<file path="src/bpa_pkg.sv">
// ----------------------------------------------------------------------------
// bpa_pkg
// Shared types and constants for the bitmap page allocator.
// ----------------------------------------------------------------------------
package bpa_pkg;

	localparam int FUNC_W  = 2;
	localparam int IDX_W   = 10;
	localparam int CNT_W   = 11;
	localparam int EXT_W   = 17;	// holds any page sum for the largest map
	localparam int BYTE_W  = 8;

	localparam logic [FUNC_W-1:0] FN_ALLOC = 2'd0;
	localparam logic [FUNC_W-1:0] FN_FREE  = 2'd1;
	localparam logic [FUNC_W-1:0] FN_CLEAR = 2'd2;

	// Result of running the free-page counter across one map byte.
	typedef struct packed {
		logic             hit;		// run reached the requested length
		logic [2:0]       hit_bit;	// page offset in the byte where it did
		logic [CNT_W-1:0] run;		// free run length carried to the next byte
	} scan_res_t;

endpackage

</file>
<file path="src/bitmap_page_allocator.sv">
// ----------------------------------------------------------------------------
// bitmap_page_allocator
// First-fit page allocator over a used-page bitmap held in a byte memory.
// ----------------------------------------------------------------------------
// Throughput: one item at a time; the map memory moves one byte per cycle.
// Allocate: scans bytes up to the hit, then marks the bytes in the run;
//   a failed allocate scans the whole map.
// Free: marks the bytes touched (about count/8); clear: sweeps the whole map.
// Reset: control clears at once, then a clearing pass over all MAP_BYTES
//   bytes zeroes the map; in_stall stays high until it is done.
// ----------------------------------------------------------------------------
module bitmap_page_allocator
	import bpa_pkg::*;
#(
	parameter int MAP_BYTES = 128
) (
	input  logic              clk,
	input  logic              arst_n,
	input  logic              in_valid,
	output logic              in_stall,
	input  logic [FUNC_W-1:0] func,
	input  logic [IDX_W-1:0]  page_index,
	input  logic [CNT_W-1:0]  count,
	output logic              out_valid,
	input  logic              out_stall,
	output logic              success,
	output logic [IDX_W-1:0]  start_page
);

	// Byte address and page index widths follow the map size.
	localparam int AW = (MAP_BYTES > 1) ? $clog2(MAP_BYTES) : 1;
	localparam int PW = AW + 3;
	localparam logic [AW-1:0]    LAST_ADDR  = AW'(MAP_BYTES - 1);
	localparam logic [EXT_W-1:0] PAGE_TOTAL = EXT_W'(MAP_BYTES * 8);

	// Sequencer states.
	localparam logic [2:0] ST_CLR  = 3'd0;	// sweep zeros through the map
	localparam logic [2:0] ST_IDLE = 3'd1;	// wait for an item
	localparam logic [2:0] ST_SCAN = 3'd2;	// search for the first fitting run
	localparam logic [2:0] ST_MARK = 3'd3;	// set or clear a page range
	localparam logic [2:0] ST_RESP = 3'd4;	// hand the result to the output

	logic [2:0]        state_q;
	logic [AW-1:0]     clr_addr_q;		// clearing pass position
	logic              clr_reply_q;		// clear came from an item, not reset
	logic [AW-1:0]     byte_q;			// byte whose read data is arriving
	logic [CNT_W-1:0]  cnt_q;
	logic [CNT_W-1:0]  run_q;
	logic [PW-1:0]     lo_q;
	logic [PW-1:0]     hi_q;
	logic              set_q;			// mark range used (alloc) or free
	logic              res_ok_q;
	logic [IDX_W-1:0]  res_start_q;
	logic              out_valid_q;
	logic              success_q;
	logic [IDX_W-1:0]  start_page_q;

	logic              accept;
	logic              rd_en;
	logic [AW-1:0]     rd_addr;
	logic [BYTE_W-1:0] rd_data;
	logic              wr_en;
	logic [AW-1:0]     wr_addr;
	logic [BYTE_W-1:0] wr_data;
	logic [BYTE_W-1:0] range_mask;
	logic [EXT_W-1:0]  free_end;
	logic              free_ok;
	logic [EXT_W-1:0]  free_hi;
	logic [PW-1:0]     hit_page;
	logic [EXT_W-1:0]  alloc_lo;
	logic              out_free;
	scan_res_t         scan;

	assign accept    = in_valid && !in_stall;
	assign in_stall  = (state_q != ST_IDLE);
	assign out_valid = out_valid_q;
	assign success   = success_q;
	assign start_page = start_page_q;
	assign out_free  = !out_valid_q || !out_stall;

	// Free range check: one past the last page must not pass the map end.
	assign free_end = EXT_W'(page_index) + EXT_W'(count);
	assign free_ok  = (free_end <= PAGE_TOTAL);
	assign free_hi  = free_end - EXT_W'(1);

	// Run start from the page where the run completed.
	assign hit_page = {byte_q, scan.hit_bit};
	assign alloc_lo = EXT_W'(hit_page) + EXT_W'(1) - EXT_W'(cnt_q);

	bpa_map_ram #(
		.DEPTH (MAP_BYTES),
		.AW    (AW)
	) u_map (
		.clk     (clk),
		.wr_en   (wr_en),
		.wr_addr (wr_addr),
		.wr_data (wr_data),
		.rd_en   (rd_en),
		.rd_addr (rd_addr),
		.rd_data (rd_data)
	);

	bpa_byte_scan u_scan (
		.map_byte (rd_data),
		.run_in   (run_q),
		.cnt      (cnt_q),
		.res      (scan)
	);

	// Pages of the current byte that fall inside [lo, hi]; MSB is lowest page.
	always_comb begin
		logic [PW-1:0] pg;
		pg = '0;
		for (int j = 0; j < 8; j++) begin
			pg = {byte_q, 3'(j)};
			range_mask[7-j] = (pg >= lo_q) && (pg <= hi_q);
		end
	end

	// Memory port control. Reads stream one byte ahead; the write in MARK
	// always targets the byte before the one being read, so no hazard arises.
	always_comb begin
		rd_en   = 1'b0;
		rd_addr = '0;
		wr_en   = 1'b0;
		wr_addr = '0;
		wr_data = '0;
		unique case (state_q)
			ST_IDLE: begin
				if (accept && func == FN_ALLOC && count != '0) begin
					rd_en   = 1'b1;
					rd_addr = '0;
				end else if (accept && func == FN_FREE && count != '0 && free_ok) begin
					rd_en   = 1'b1;
					rd_addr = AW'(page_index >> 3);
				end
			end
			ST_SCAN: begin
				if (scan.hit) begin
					rd_en   = 1'b1;
					rd_addr = alloc_lo[PW-1:3];
				end else if (byte_q != LAST_ADDR) begin
					rd_en   = 1'b1;
					rd_addr = byte_q + AW'(1);
				end
			end
			ST_MARK: begin
				wr_en   = 1'b1;
				wr_addr = byte_q;
				wr_data = set_q ? (rd_data | range_mask) : (rd_data & ~range_mask);
				if (byte_q != hi_q[PW-1:3]) begin
					rd_en   = 1'b1;
					rd_addr = byte_q + AW'(1);
				end
			end
			ST_CLR: begin
				wr_en   = 1'b1;
				wr_addr = clr_addr_q;
				wr_data = '0;
			end
			default: begin
			end
		endcase
	end

	// Sequencer.
	always_ff @(posedge clk or negedge arst_n) begin
		if (!arst_n) begin
			state_q     <= ST_CLR;
			clr_addr_q  <= '0;
			clr_reply_q <= 1'b0;
			out_valid_q <= 1'b0;
		end else begin
			// Drop the output item once taken, unless RESP reloads it below.
			if (out_valid_q && !out_stall && state_q != ST_RESP) begin
				out_valid_q <= 1'b0;
			end
			unique case (state_q)
				ST_CLR: begin
					if (clr_addr_q == LAST_ADDR) begin
						clr_addr_q <= '0;
						if (clr_reply_q) begin
							res_ok_q    <= 1'b1;
							res_start_q <= '0;
							state_q     <= ST_RESP;
						end else begin
							state_q <= ST_IDLE;
						end
					end else begin
						clr_addr_q <= clr_addr_q + AW'(1);
					end
				end
				ST_IDLE: begin
					if (accept) begin
						// Only a zero-length free succeeds without touching the map here.
						res_ok_q    <= (func == FN_FREE) && (count == '0);
						res_start_q <= '0;
						cnt_q       <= count;
						run_q       <= '0;
						case (func)
							FN_ALLOC: begin
								if (count != '0) begin
									byte_q  <= '0;
									state_q <= ST_SCAN;
								end else begin
									state_q <= ST_RESP;
								end
							end
							FN_FREE: begin
								if (count != '0 && free_ok) begin
									lo_q    <= PW'(page_index);
									hi_q    <= free_hi[PW-1:0];
									byte_q  <= AW'(page_index >> 3);
									set_q   <= 1'b0;
									state_q <= ST_MARK;
								end else begin
									state_q <= ST_RESP;
								end
							end
							FN_CLEAR: begin
								clr_addr_q  <= '0;
								clr_reply_q <= 1'b1;
								state_q     <= ST_CLR;
							end
							default: begin
								state_q <= ST_RESP;
							end
						endcase
					end
				end
				ST_SCAN: begin
					if (scan.hit) begin
						lo_q        <= alloc_lo[PW-1:0];
						hi_q        <= hit_page;
						byte_q      <= alloc_lo[PW-1:3];
						set_q       <= 1'b1;
						res_start_q <= alloc_lo[IDX_W-1:0];
						state_q     <= ST_MARK;
					end else if (byte_q == LAST_ADDR) begin
						state_q <= ST_RESP;
					end else begin
						run_q  <= scan.run;
						byte_q <= byte_q + AW'(1);
					end
				end
				ST_MARK: begin
					if (byte_q == hi_q[PW-1:3]) begin
						res_ok_q <= 1'b1;
						state_q  <= ST_RESP;
					end else begin
						byte_q <= byte_q + AW'(1);
					end
				end
				ST_RESP: begin
					// Hold until the output register is free.
					if (out_free) begin
						out_valid_q  <= 1'b1;
						success_q    <= res_ok_q;
						start_page_q <= res_start_q;
						clr_reply_q  <= 1'b0;
						state_q      <= ST_IDLE;
					end
				end
				default: begin
					state_q <= ST_IDLE;
				end
			endcase
		end
	end

endmodule

</file>
<file path="src/bpa_map_ram.sv">
// ----------------------------------------------------------------------------
// bpa_map_ram
// Byte-wide map memory, one write and one registered read port.
// ----------------------------------------------------------------------------
module bpa_map_ram
	import bpa_pkg::*;
#(
	parameter int DEPTH = 128,
	parameter int AW    = 7
) (
	input  logic              clk,
	input  logic              wr_en,
	input  logic [AW-1:0]     wr_addr,
	input  logic [BYTE_W-1:0] wr_data,
	input  logic              rd_en,
	input  logic [AW-1:0]     rd_addr,
	output logic [BYTE_W-1:0] rd_data
);

	logic [BYTE_W-1:0] mem [DEPTH];

	always_ff @(posedge clk) begin
		if (wr_en) begin
			mem[wr_addr] <= wr_data;
		end
	end

	always_ff @(posedge clk) begin
		if (rd_en) begin
			rd_data <= mem[rd_addr];
		end
	end

endmodule

</file>
<file path="src/bpa_byte_scan.sv">
// ----------------------------------------------------------------------------
// bpa_byte_scan
// Extend the free run across the eight pages of one map byte, lowest page
// (MSB) first, and flag the page where the run reaches the wanted length.
// ----------------------------------------------------------------------------
module bpa_byte_scan
	import bpa_pkg::*;
(
	input  logic [BYTE_W-1:0] map_byte,
	input  logic [CNT_W-1:0]  run_in,
	input  logic [CNT_W-1:0]  cnt,
	output scan_res_t         res
);

	always_comb begin
		logic [CNT_W-1:0] run;
		logic             hit;
		logic [2:0]       hit_bit;
		run     = run_in;
		hit     = 1'b0;
		hit_bit = 3'd0;
		for (int j = 0; j < 8; j++) begin
			if (!hit) begin
				if (map_byte[7-j]) begin
					run = '0;
				end else begin
					run = run + CNT_W'(1);
				end
				if (run == cnt) begin
					hit     = 1'b1;
					hit_bit = 3'(j);
				end
			end
		end
		res.hit     = hit;
		res.hit_bit = hit_bit;
		res.run     = run;
	end

endmodule
</file>
<file path="config.mk">
export PLATFORM = sky130hd
export DESIGN_NAME = bitmap_page_allocator
export DESIGN_NICKNAME = d
export VERILOG_FILES = /design/src/bpa_pkg.sv /design/src/bitmap_page_allocator.sv /design/src/bpa_map_ram.sv /design/src/bpa_byte_scan.sv
export SDC_FILE = /design/constraint.sdc
export NUM_CORES = 2
export LEC_CHECK = 0
export BUFFER_PORTS_ARGS = -buffer_cell sky130_fd_sc_hd__buf_2
export CAP_MARGIN = 20
export CORE_AREA = 5 5 254 380
export CTS_BUF_LIST = sky130_fd_sc_hd__clkbuf_2
export CTS_CLUSTER_SIZE = 24
export DETAILED_ROUTE_END_ITERATION = 10
export DIE_AREA = 0 0 259 385
export GPL_ROUTABILITY_DRIVEN = 0
export PLACE_DENSITY_LB_ADDON = 0.08
export SYNTH_ARGS = -nofsm -noshare
export SYNTH_HDL_FRONTEND = slang
export SYNTH_SLANG_ARGS = --single-unit
export TNS_END_PERCENT = 100
</file>
<file path="constraint.sdc">
create_clock -name clk -period 19.1 [get_ports clk]
set_clock_uncertainty 0.15 [all_clocks]
set_input_delay 3.82 -clock clk [delete_from_list [all_inputs] [get_ports clk]]
set_output_delay 3.82 -clock clk [all_outputs]
set_load 0.1 [all_outputs]
</file>
==> results_dict.tcl <==
set metrics [dict create \
    power_density_nw_per_um2 119 \
    viasPerCell 6.83 \
    synthArstFlopShare_pct 1.08 \
    clk_path_buf_depth 3 \
    htree_num_levels 4 \
    die_h_um 385 \
    synth-xor-area-share_pct 1.82 \
    netlist_top_cells_area "edfxtp_1 60%, nand2_1 4.3%, mux2i_1 2.4%, nor2_1 2.3%, nand3_1 1.9%" \
    max-slew-margin-rel_pct 19.9 \
    register_area_sq_um 33500 \
    min-delay-start "res_ok_q$_SDFFCE_PN1P_" \
    vias 42100 \
    synth_compound_area_share_pct 14.1 \
    min_to "success$_DFFE_PP_" \
    final_antenna_net_count 0 \
    cp_slowest_cell "a2111oi_0" \
    mappedNetlistArea_sq_um 55200 \
    ff2ff_path_depth 59 \
    fmax_mhz 54.3 \
    end_kind "flop" \
    p_leak_nw 20.7 \
    power_mw 7.07 \
    setup_violations 0 \
    r2r-start "run_q[0]$_SDFFCE_PN0P_" \
    grt_start_max_net_pins 96 \
    outcome "finished clean" \
    netlist_top_cells_count "1104 x edfxtp_1, 637 x nand2_1, 343 x nor2_1" \
    wl_per_cell_um 29.6 \
    cp_max_fo 52 \
    wirelength_mm 183 \
    syn2layout_area_growth_pct 7.68 \
    synth_area_per_cell_sq_um 12.1 \
    clk_pin_slew_ps 130 \
    core_sq_um 92700 \
    cp.required_ps 20210 \
    r2r-end "u_map.rd_data[3]$_DFFE_PP_" \
    cts_tree "built" \
    final_cells 6161 \
    crit_top_cell "ha_1" \
    drive_above_1_share_pct 15.9 \
    hold_path.class "flop to flop" \
    drv_cap 0 \
    yosys_warnings 0 \
    crit_type "flop to flop" \
    worst-r2r-setup-slack_ps 680 \
    layout_min_cycle_time_ps 18420 \
    yosysTopAreaCellShare_pct 60.0 \
    grt_pass1_vias 41000 \
    yosysTopAreaCell "edfxtp_1" \
    cts_hold_buf 0 \
    yosysMostFrequentCell "edfxtp_1" \
    dieArea_sq_um 99700 \
    syn_nets 4648 \
    port_buffers 39 \
    synth_fa_ha_area_share_pct 1.30 \
    grtUsageTotal_pct 35.9 \
    yosys.cell_types.count 142 \
    fp-row-count 137 \
    fillers 7301 \
    synth_seq_cells 1116 \
    ios 40 \
    cts_buffers 238 \
    tightest_slew_ps 1190 \
    antenna_found_initial 5 \
    holdWs_ps 295 \
    grt_overflow 0 \
    clk_latency_ps 1680 \
    timing.setup.tns_ps 0 \
    crit_arrival_ps 19530 \
    ys.flop_type "edfxtp_1" \
    startpoint_type "flop" \
    synth_top_family_by_area "simple AND/OR/NAND/NOR gates" \
    synth_mux_area_share_pct 4.69 \
    synth-edff-count 1104 \
    synthCells 4565 \
    ir_drop_v 0.0000901 \
    die_width_um 259 \
    rsz0062_at_grt "false" \
    first_pass_iters 8 \
    finalCritPeriodShare_pct 96.4 \
    worst_hold_path.num_cells 0 \
    final_max_slew_viol_count 0 \
    multi_input_area_sq_um 20300 \
    cts_num_sinks 1116 \
    ys_seq_area_share_pct 60.6 \
    yosys.area_share.simple_pct 14.3 \
    cts-root-buf "clkbuf_2" \
    hpwl_mm 122 \
    critPathMaxStageDelay_ps 930 \
    drt_iter0_drc 5400 \
    place_inst 5721 \
    start_util_pct 59.6 \
    drcViolationCount 0 \
    grt_first_pass_wirelength_mm 265 \
    nets 4802 \
    hold_violations 0 \
]
-- area by class of cell --
class	instances	share of cell area, %
clock buffer	337	2.84
inverter	75	0.473
clock inverter	84	0.894
multi-input combinational	3085	34.1
sequential	1116	56.2
tap	1251	2.63
timing repair buffer	203	2.84
antenna	10	0.0421
-- per-layer routing --
metal | global-route usage [%] | part of all wire (%) | vias to the layer above
li1 | - | - | 18200
met2 | 59.6 | 48 | 2681
met4 | 27.4 | 9.7 | 2
met1 | 39.8 | 33 | 20400
met5 | 0 | 0.0071 | -
met3 | 8.74 | 9.2 | 828
-- critical path: cells and delay by family, from the launching register on --
family	cells	cell delay, ps
buffers and inverters	7	1390
AO/OA/AOI/OAI	17	5910
multiplexers	5	1280
XOR/XNOR	2	280
adder cells (fa/ha/maj)	6	2230
AND/OR/NAND/NOR	22	6120
flip-flops	1	610
-- power breakdown --
| part | switching [mW] | internal, mW | total (mW) |
|---|---|---|---|
| sequential | 0.0733 | 2.86 | 2.93 |
| clock | 0.925 | 0.556 | 1.48 |
| combinational | 1.88 | 0.772 | 2.65 |
| total | 2.88 | 4.19 | 7.07 |
-- per-stage QoR --
stage / setup WS [ps] / instance area, sq um / util (%)
6_report: 682 / 59500 / 64.2
3_5_place_dp: 160 / 57100 / 61.6
2_1_floorplan: 3730 / 55200 / -
4_1_cts: 170 / 59300 / 64.0
3_3_place_gp: 245 / 57100 / 61.6
5_1_grt: 14.2 / 59500 / 64.1
-- state kept, by name, indices dropped and copies added (netlist names) --
register	flops
u_map.mem	1024
cnt_q	11
run_q	11
hi_q	10
lo_q	10
res_start_q	10
start_page	10
u_map.rd_data	8
byte_q	7
clr_addr_q	7
state_q	3
clr_reply_q	1
out_valid	1
res_ok_q	1
set_q	1
success	1
-- logic make-up (layout without fill, tap and decap cells) --
kind of cell | after synthesis | count (layout)
AND/OR/NAND/NOR | 1650 | 1650
flip-flops | 1116 | 1116
AO/OA/AOI/OAI | 1066 | 1066
buffers and inverters | 364 | 699
multiplexers | 204 | 204
XOR/XNOR | 109 | 109
adder cells (fa/ha/maj) | 56 | 56
other | 0 | 10
-- worst max path at each step --
stage                                     startpoint                          to  cells after the start  slack, ps
after floorplan               run_q[1]$_SDFFCE_PN0P_  u_map.rd_data[7]$_DFFE_PP_                     71       3730
after global placement    u_map.rd_data[7]$_DFFE_PP_  u_map.rd_data[1]$_DFFE_PP_                     58        250
after detailed placement  u_map.rd_data[7]$_DFFE_PP_  u_map.rd_data[1]$_DFFE_PP_                     58        160
after CTS                 u_map.rd_data[7]$_DFFE_PP_  u_map.rd_data[1]$_DFFE_PP_                     58        170
after global routing          run_q[0]$_SDFFCE_PN0P_  u_map.rd_data[4]$_DFFE_PP_                     61         10
final                         run_q[0]$_SDFFCE_PN0P_  u_map.rd_data[3]$_DFFE_PP_                     59        680
-- cell usage in the layout (no fill, tap or decap), drive strengths merged, types with 56 or more instances in the layout --
cell / n
edfxtp: 1104
nand2: 639
nor2: 353
clkbuf: 339
nand3: 208
a21oi: 201
buf: 201
o21ai: 148
mux2i: 138
nor3: 102
xnor2: 90
clkinv: 78
a31oi: 77
a211oi: 77
inv: 76
nand4: 69
a21boi: 56
-- timing repair --
item | in CTS | in global routing
endpoints found under the hold margin | 0 | 0
setup buffers | 0 | 3
setup endpoints to repair | 0 | 8
gates resized for setup | 0 | 8
Note: power is estimated with default switching activity, not from simulation.
